`src/rtl/bses_pkg.sv`:
```
// shared types and constants for the barrel switch effort sequencer
// no dependencies; used by the top level and its checker

package bses_pkg;

  // input item kinds
  localparam logic [1:0] MODE_TICK     = 2'd0;
  localparam logic [1:0] MODE_REQUEST  = 2'd1;
  localparam logic [1:0] MODE_POSITION = 2'd2;

  // result item kinds
  localparam logic KIND_EFFORT   = 1'b0;
  localparam logic KIND_RESPONSE = 1'b1;

  // targets
  localparam logic [1:0] TARGET_HOME = 2'd0;
  localparam logic [1:0] TARGET_AWAY = 2'd1;

  // configuration register indexes
  localparam logic [2:0] REG_EFFORT_HIGH    = 3'd0;
  localparam logic [2:0] REG_EFFORT_LOW     = 3'd1;
  localparam logic [2:0] REG_EFFORT_STEP    = 3'd2;
  localparam logic [2:0] REG_DELAY_TICKS    = 3'd3;
  localparam logic [2:0] REG_RAMP_TICKS     = 3'd4;
  localparam logic [2:0] REG_THRESHOLD_HOME = 3'd5;
  localparam logic [2:0] REG_THRESHOLD_AWAY = 3'd6;

  // reset values
  localparam logic [14:0]        EFFORT_HIGH_RST    = 15'd11050;
  localparam logic [14:0]        EFFORT_LOW_RST     = 15'd6586;
  localparam logic [14:0]        EFFORT_STEP_RST    = 15'd128;
  localparam logic [15:0]        DELAY_TICKS_RST    = 16'd30;
  localparam logic [15:0]        RAMP_TICKS_RST     = 16'd35;
  localparam logic signed [31:0] THRESHOLD_HOME_RST = -32'sd26214;
  localparam logic signed [31:0] THRESHOLD_AWAY_RST = -32'sd183501;

  typedef struct packed {
    logic [1:0]         mode;
    logic [1:0]         target;
    logic signed [31:0] position;
  } in_item_t;

  typedef struct packed {
    logic               kind;
    logic signed [15:0] effort;
    logic               success;
  } out_item_t;

endpackage

```
`src/rtl/barrel_switch_effort_sequencer.sv`:
```
// top level of the barrel switch effort sequencer: state, config registers
// and result register; depends on bses_pkg

// One item is accepted per clock cycle. A tick or a request updates the
// sequencer state at the accepting edge and loads its result into the output
// register, which presents it from the next cycle on. in_ready drops only
// while the output register holds a result that is not being taken, so the
// sustained rate is one item per cycle whenever the consumer keeps out_ready
// high. Position updates and pre-delay ticks give no result. The
// configuration port is always ready and should be written only while the
// block is idle.

module barrel_switch_effort_sequencer (
  input  logic                clk,
  input  logic                rst,
  input  logic                in_valid,
  output logic                in_ready,
  input  bses_pkg::in_item_t  in_data,
  output logic                out_valid,
  input  logic                out_ready,
  output bses_pkg::out_item_t out_data,
  input  logic                cfg_valid,
  output logic                cfg_ready,
  input  logic [2:0]          cfg_index,
  input  logic [31:0]         cfg_data
);

  typedef enum logic [1:0] {
    PH_PRE  = 2'd0,
    PH_RAMP = 2'd1,
    PH_POST = 2'd2
  } phase_t;

  // configuration
  logic [14:0]        effort_high;
  logic [14:0]        effort_step;
  logic [15:0]        delay_ticks;
  logic [15:0]        ramp_ticks;
  logic signed [31:0] threshold_home;
  logic signed [31:0] threshold_away;

  // sequencer state
  phase_t             phase, phase_next;
  logic [15:0]        delay_elapsed, delay_elapsed_next;
  logic [15:0]        ramp_elapsed, ramp_elapsed_next;
  logic               at_away, at_away_next;
  logic               busy, busy_next;
  logic [14:0]        present_effort, present_effort_next;
  logic signed [31:0] last_position, last_position_next;

  logic                accept;
  logic                result_valid;
  bses_pkg::out_item_t result;
  logic [15:0]         delay_inc;
  logic [15:0]         ramp_inc;
  logic                pos_ok;

  assign cfg_ready = 1'b1;
  assign in_ready  = !out_valid || out_ready;
  assign accept    = in_valid && in_ready;
  assign delay_inc = delay_elapsed + 16'd1;
  assign ramp_inc  = ramp_elapsed + 16'd1;

  always_comb begin
    phase_next          = phase;
    delay_elapsed_next  = delay_elapsed;
    ramp_elapsed_next   = ramp_elapsed;
    at_away_next        = at_away;
    busy_next           = busy;
    present_effort_next = present_effort;
    last_position_next  = last_position;
    result_valid        = 1'b0;
    result.kind         = bses_pkg::KIND_EFFORT;
    result.effort       = 16'sd0;
    result.success      = 1'b0;
    pos_ok              = 1'b0;

    if (in_data.mode == bses_pkg::MODE_TICK) begin
      result_valid = 1'b1;
      if (busy) begin
        unique case (phase)
          PH_PRE: begin
            // silent phase
            result_valid       = 1'b0;
            delay_elapsed_next = delay_inc;
            if (delay_inc >= delay_ticks) begin
              phase_next         = PH_RAMP;
              delay_elapsed_next = 16'd0;
            end
          end
          PH_RAMP: begin
            // saturate at zero
            if (present_effort > effort_step) begin
              present_effort_next = present_effort - effort_step;
            end else begin
              present_effort_next = 15'd0;
            end
            ramp_elapsed_next = ramp_inc;
            if (ramp_inc >= ramp_ticks) begin
              phase_next        = PH_POST;
              ramp_elapsed_next = 16'd0;
            end
          end
          PH_POST: begin
            delay_elapsed_next = delay_inc;
            if (delay_inc >= delay_ticks) begin
              phase_next         = PH_PRE;
              delay_elapsed_next = 16'd0;
              busy_next          = 1'b0;
            end
          end
          default: begin
            phase_next = PH_PRE;
          end
        endcase
      end
      if (at_away) begin
        result.effort = -$signed({1'b0, present_effort_next});
      end else begin
        result.effort = $signed({1'b0, present_effort_next});
      end
    end else if (in_data.mode == bses_pkg::MODE_REQUEST) begin
      result_valid = 1'b1;
      result.kind  = bses_pkg::KIND_RESPONSE;
      if (in_data.target == bses_pkg::TARGET_HOME) begin
        if (at_away) begin
          present_effort_next = effort_high;
          busy_next           = 1'b1;
        end
        at_away_next = 1'b0;
      end else if (in_data.target == bses_pkg::TARGET_AWAY) begin
        if (!at_away) begin
          present_effort_next = effort_high;
          busy_next           = 1'b1;
        end
        at_away_next = 1'b1;
      end
      if (at_away_next) begin
        pos_ok = last_position <= threshold_away;
      end else begin
        pos_ok = last_position >= threshold_home;
      end
      result.success = !busy_next && pos_ok;
    end else if (in_data.mode == bses_pkg::MODE_POSITION) begin
      last_position_next = in_data.position;
    end
  end

  always_ff @(posedge clk) begin
    if (rst) begin
      effort_high    <= bses_pkg::EFFORT_HIGH_RST;
      effort_step    <= bses_pkg::EFFORT_STEP_RST;
      delay_ticks    <= bses_pkg::DELAY_TICKS_RST;
      ramp_ticks     <= bses_pkg::RAMP_TICKS_RST;
      threshold_home <= bses_pkg::THRESHOLD_HOME_RST;
      threshold_away <= bses_pkg::THRESHOLD_AWAY_RST;
    end else if (cfg_valid) begin
      // effort_low only sets the reset effort, so a write to it is dropped
      unique case (cfg_index)
        bses_pkg::REG_EFFORT_HIGH:    effort_high    <= cfg_data[14:0];
        bses_pkg::REG_EFFORT_STEP:    effort_step    <= cfg_data[14:0];
        bses_pkg::REG_DELAY_TICKS:    delay_ticks    <= cfg_data[15:0];
        bses_pkg::REG_RAMP_TICKS:     ramp_ticks     <= cfg_data[15:0];
        bses_pkg::REG_THRESHOLD_HOME: threshold_home <= $signed(cfg_data);
        bses_pkg::REG_THRESHOLD_AWAY: threshold_away <= $signed(cfg_data);
        default: begin
        end
      endcase
    end
  end

  always_ff @(posedge clk) begin
    if (rst) begin
      phase          <= PH_PRE;
      delay_elapsed  <= 16'd0;
      ramp_elapsed   <= 16'd0;
      at_away        <= 1'b0;
      busy           <= 1'b0;
      present_effort <= bses_pkg::EFFORT_LOW_RST;
      last_position  <= 32'sd0;
      out_valid      <= 1'b0;
    end else begin
      if (accept) begin
        phase          <= phase_next;
        delay_elapsed  <= delay_elapsed_next;
        ramp_elapsed   <= ramp_elapsed_next;
        at_away        <= at_away_next;
        busy           <= busy_next;
        present_effort <= present_effort_next;
        last_position  <= last_position_next;
      end
      if (accept) begin
        out_valid <= result_valid;
      end else if (out_ready) begin
        out_valid <= 1'b0;
      end
    end
  end

  always_ff @(posedge clk) begin
    if (accept && result_valid) begin
      out_data <= result;
    end
  end

endmodule

```
`config.mk`:
```
export PLATFORM = sky130hd
export DESIGN_NAME = barrel_switch_effort_sequencer
export DESIGN_NICKNAME = d
export VERILOG_FILES = /design/src/rtl/bses_pkg.sv /design/src/rtl/barrel_switch_effort_sequencer.sv
export SDC_FILE = /design/constraint.sdc
export NUM_CORES = 1
export LEC_CHECK = 0
export ABC_AREA = 0
export BUFFER_PORTS_ARGS = -buffer_cell sky130_fd_sc_hd__buf_2
export CAP_MARGIN = 20
export CORE_AREA = 2 2 155 157
export DETAILED_ROUTE_END_ITERATION = 6
export DIE_AREA = 0 0 157 159
export MAX_ROUTING_LAYER = met4
export PLACE_DENSITY = 0.76
export SYNTH_ARGS = -nofsm -noshare
export SYNTH_HDL_FRONTEND = slang
export SYNTH_SLANG_ARGS = --single-unit
```
`constraint.sdc`:
```
create_clock -name clk -period 5.4 [get_ports clk]
set_clock_uncertainty 0.2 [all_clocks]
set_input_delay 0.27 -clock clk [delete_from_list [all_inputs] [get_ports clk]]
set_output_delay 0.27 -clock clk [all_outputs]
set_load 0.005 [all_outputs]
```
==> flow_summary.json <==
{
  "status": "completed",
  "drc": 0,
  "synth_edf_count": 18,
  "yosysSeqAreaShare": 0.377,
  "slowest_stage": "a32oi_1",
  "cts.sinks": 228,
  "synth-adder-area-share": 0.116,
  "hold_viol": 0,
  "syn_avg_cell_area_um2": 7.91,
  "clock_latency_ns": 0.53,
  "die_width_um": 157,
  "antenna_found_initial": 0,
  "holdPathEnd": "effort_step[2]$_SDFFE_PP0P_",
  "critPathKind": "reg2reg",
  "start_util": 0.543,
  "cp.required_ns": 5.62,
  "ys_async_sr_fraction": 0,
  "syn_nets": 1782,
  "min_from": "cfg_valid",
  "drive_above_1_share": 0.103,
  "holdWs_ns": 0.0105,
  "crit_arrival_ns": 4.47,
  "ir_worst_vdd_mv": 0.223,
  "slew_headroom": 0.281,
  "setup_tns_ns": 0,
  "grt_max_degree": 89,
  "powerDensity_nw_per_um2": 274,
  "syn_area_um2": 12600,
  "rr_worst_depth": 13,
  "critPathMaxStageDelay_ns": 0.69,
  "cp.buffers_inverters": 0,
  "r2r_start": "delay_elapsed[0]$_SDFFE_PP0P_",
  "synth-xor-area-share": 0.0271,
  "drt_iter0_markers": 648,
  "grt_pass1_vias": 11000,
  "r2r-end": "delay_elapsed[7]$_SDFFE_PP0P_",
  "synthDistinctLibCells": 74,
  "report.final.setup_viol": 0,
  "area_growth_pct": 18.5,
  "crit_path_frequent_cell": "and3_1",
  "worst_pin_slew_ns": 1.07,
  "ys_seq_elements": 228,
  "gp_congestion": 0.930,
  "finalCriticalPeriod_ns": 4.25,
  "antenna_left": 0,
  "synth_warnings": 0,
  "synth_top_family_by_area": "simple AND/OR/NAND/NOR gates",
  "cts_tree": "yes",
  "fmax_ghz": 0.235,
  "core_area_um2": 23200,
  "dr_total_vias": 11600,
  "cts-buffers-inserted": 26,
  "cts_root_buffer": "clkbuf_16",
  "power_leakage_nw": 6.56,
  "fp.dieH_um": 159,
  "dieArea_um2": 25000,
  "crit_family": "simple AND/OR/NAND/NOR gates",
  "pin_count": 97,
  "htreeDepth": 1,
  "clk_pin_slew_ns": 0.06,
  "clockBufferDepth": 3,
  "grt-ovfl-total": 0,
  "grt_use_total": 0.270,
  "portBuffers": 95,
  "hp-class": "in2reg",
  "period_share": 0.787,
  "via_per_inst": 5.62,
  "hpwl_mm": 22.5,
  "synthFlopType": "dfxtp_1",
  "rsz0062_at_grt": "false",
  "hold_depth": 5,
  "rrSetupSlack_ns": 1.15,
  "synth_cells": 1590,
  "wl_mm": 33.1,
  "wl_per_cell_um": 16.1,
  "synth_compound_area_frac": 0.195,
  "grt_first_pass_wirelength_mm": 54.2,
  "fin_nets": 1909,
  "dr.pass1.iters": 5,
  "rows": 56,
  "cp_max_fo": 9,
  "worst_setup_path_start_kind": "flop",
  "path_cells": "ha_1 > and3_1 > and3_1 > and3_1 > and3_1 > xor2_1 > ha_1 > nand4_1 > a211oi_1 > o21ai_0 > a32oi_1 > nor2_1 > a32o_1",
  "synth.area.mux_share": 0.00557,
  "n_fill_cell": 1976,
  "slew_violations": 0,
  "critPathCaptureType": "flop",
  "cap_violations": 0,
  "synth_simple_gate_area_frac": 0.219,
  "antenna_cells": 0,
  "postCtsSetupRepairBufs": 0
}
-- per-layer routing --
layer  track usage  part of all wire  routed length (µm)
met5             -                 0                   0
met4        0.0801             0.027                 906
met3        0.0305             0.055                1830
met2         0.443              0.47               15500
met1         0.351              0.45               14900
-- repair_timing --
action,CTS,global route
endpoints found under the hold margin,162,0
hold buffers,70,0
endpoints found under the setup margin,0,0
resized for setup,0,0
-- worst max-delay path by stage --
stage	depth (start not counted)	endpoint	slack, ns	startpoint
finish	13	delay_elapsed[7]$_SDFFE_PP0P_	1.15	delay_elapsed[0]$_SDFFE_PP0P_
CTS	18	ramp_elapsed[5]$_SDFFE_PP0P_	1.23	ramp_elapsed[0]$_SDFFE_PP0P_
detailed placement	13	delay_elapsed[7]$_SDFFE_PP0P_	1.27	delay_elapsed[0]$_SDFFE_PP0P_
global placement	18	ramp_elapsed[12]$_SDFFE_PP0P_	1.41	ramp_elapsed[0]$_SDFFE_PP0P_
floorplan	19	ramp_elapsed[12]$_SDFFE_PP0P_	1.37	ramp_elapsed[0]$_SDFFE_PP0P_
global route	18	ramp_elapsed[5]$_SDFFE_PP0P_	0.86	ramp_elapsed[0]$_SDFFE_PP0P_
-- report_power, final --
part           switching, mW  total [mW]  leakage, nW  internal [mW]
Combinational          0.247       0.416         4.22          0.170
Clock                  0.732        1.89        0.458           1.16
Sequential            0.0266        1.78         1.88           1.75
Total                   1.01        4.08         6.56           3.08
-- stage by stage --
stage               instance area (µm²)  setup WS (ns)  instances  power (mW)  utilization
detailed placement                13300           1.27       1937        2.18        0.572
global route                      14900          0.858       2056        4.23        0.643
CTS                               14900           1.23       2055        4.10        0.642
floorplan                         12600           1.37       1590        2.05            -
finish                            14900           1.15       2056        4.08        0.643
global placement                  13300           1.41       1937        2.17        0.572
-- layout by cell type (no fill, tap or decap), drive strengths merged, types with 23 or more instances in the layout --
| master | count |
|---|---|
| nand4 | 24 |
| nor2b | 26 |
| nor2 | 85 |
| inv | 125 |
| o211ai | 60 |
| and3 | 24 |
| a21o | 23 |
| o21ai | 57 |
| a21oi | 160 |
| clkbuf | 36 |
| buf | 106 |
| ha | 115 |
| dfxtp | 210 |
| nand3 | 33 |
| dlygate4sd3 | 70 |
| nand2 | 337 |
-- synthesized netlist by cell type (4+ instances only) --
cell      instances  area [µm²]
a21oi_1         160         801
nor2_1           84         315
xnor2_1          21         184
nand2_1         337        1260
nand3b_1         12        90.1
a21o_1           23         173
mux2i_1           7        70.1
a211oi_1         11        82.6
nor3b_1           4        30.0
nor2b_1          26         163
nor3_1           15        75.1
inv_1           122         458
a31oi_1           6        37.5
o21ai_0          53         265
a22oi_1          11        82.6
and2_1            4        25.0
and3_1           23         144
nand3_1          33         165
or3_1             5        31.3
o211ai_1         59         443
o21ai_1           4        20.0
dfxtp_1         210        4200
or2_2            13        81.3
ha_1            115        1440
o311ai_0          6        52.6
xor2_1           18         158
edfxtp_1         18         541
o31ai_1           6        45.0
clkbuf_1         73         274
a211o_1           6        52.6
nand2b_1         13        81.3
o21a_1            8        60.1
nand4_1          24         150
-- worst reg2reg max path, delay by kind of cell (launching register included) --
family                     cells  cell delay [ns]
xor gates and xnor gates       1             0.09
DFF                            1             0.44
and+or+nand+nor                6             1.47
adders and majority gates      2             0.56
AOI/OAI and AO/OA              4             1.40
-- sequential cells by signal, indices dropped and copies added, names as in the netlist, 16 cells and up --
register        count
threshold_home     32
last_position      32
ramp_ticks         16
out_data           18
delay_ticks        16
delay_elapsed      16
threshold_away     32
ramp_elapsed       16
-- cell type report --
class	count	area, µm²	area share
Multi-Input combinational cell	1162	7110	0.477
Sequential cell	228	4740	0.318
Timing Repair Buffer	176	1260	0.0846
Clock buffer	36	781	0.0524
Inverter	123	462	0.0310
Tap cell	319	399	0.0268
Clock inverter	12	151	0.0102
-- cell families after synthesis --
family | after synthesis
AO/OA/AOI/OAI | 389
buffers and inverters | 200
adder cells (fa/ha/maj) | 116
flip-flops | 228
AND/OR/NAND/NOR | 610
multiplexers | 7
XOR/XNOR | 39
other | 1
(Power assumes the default switching activity.)
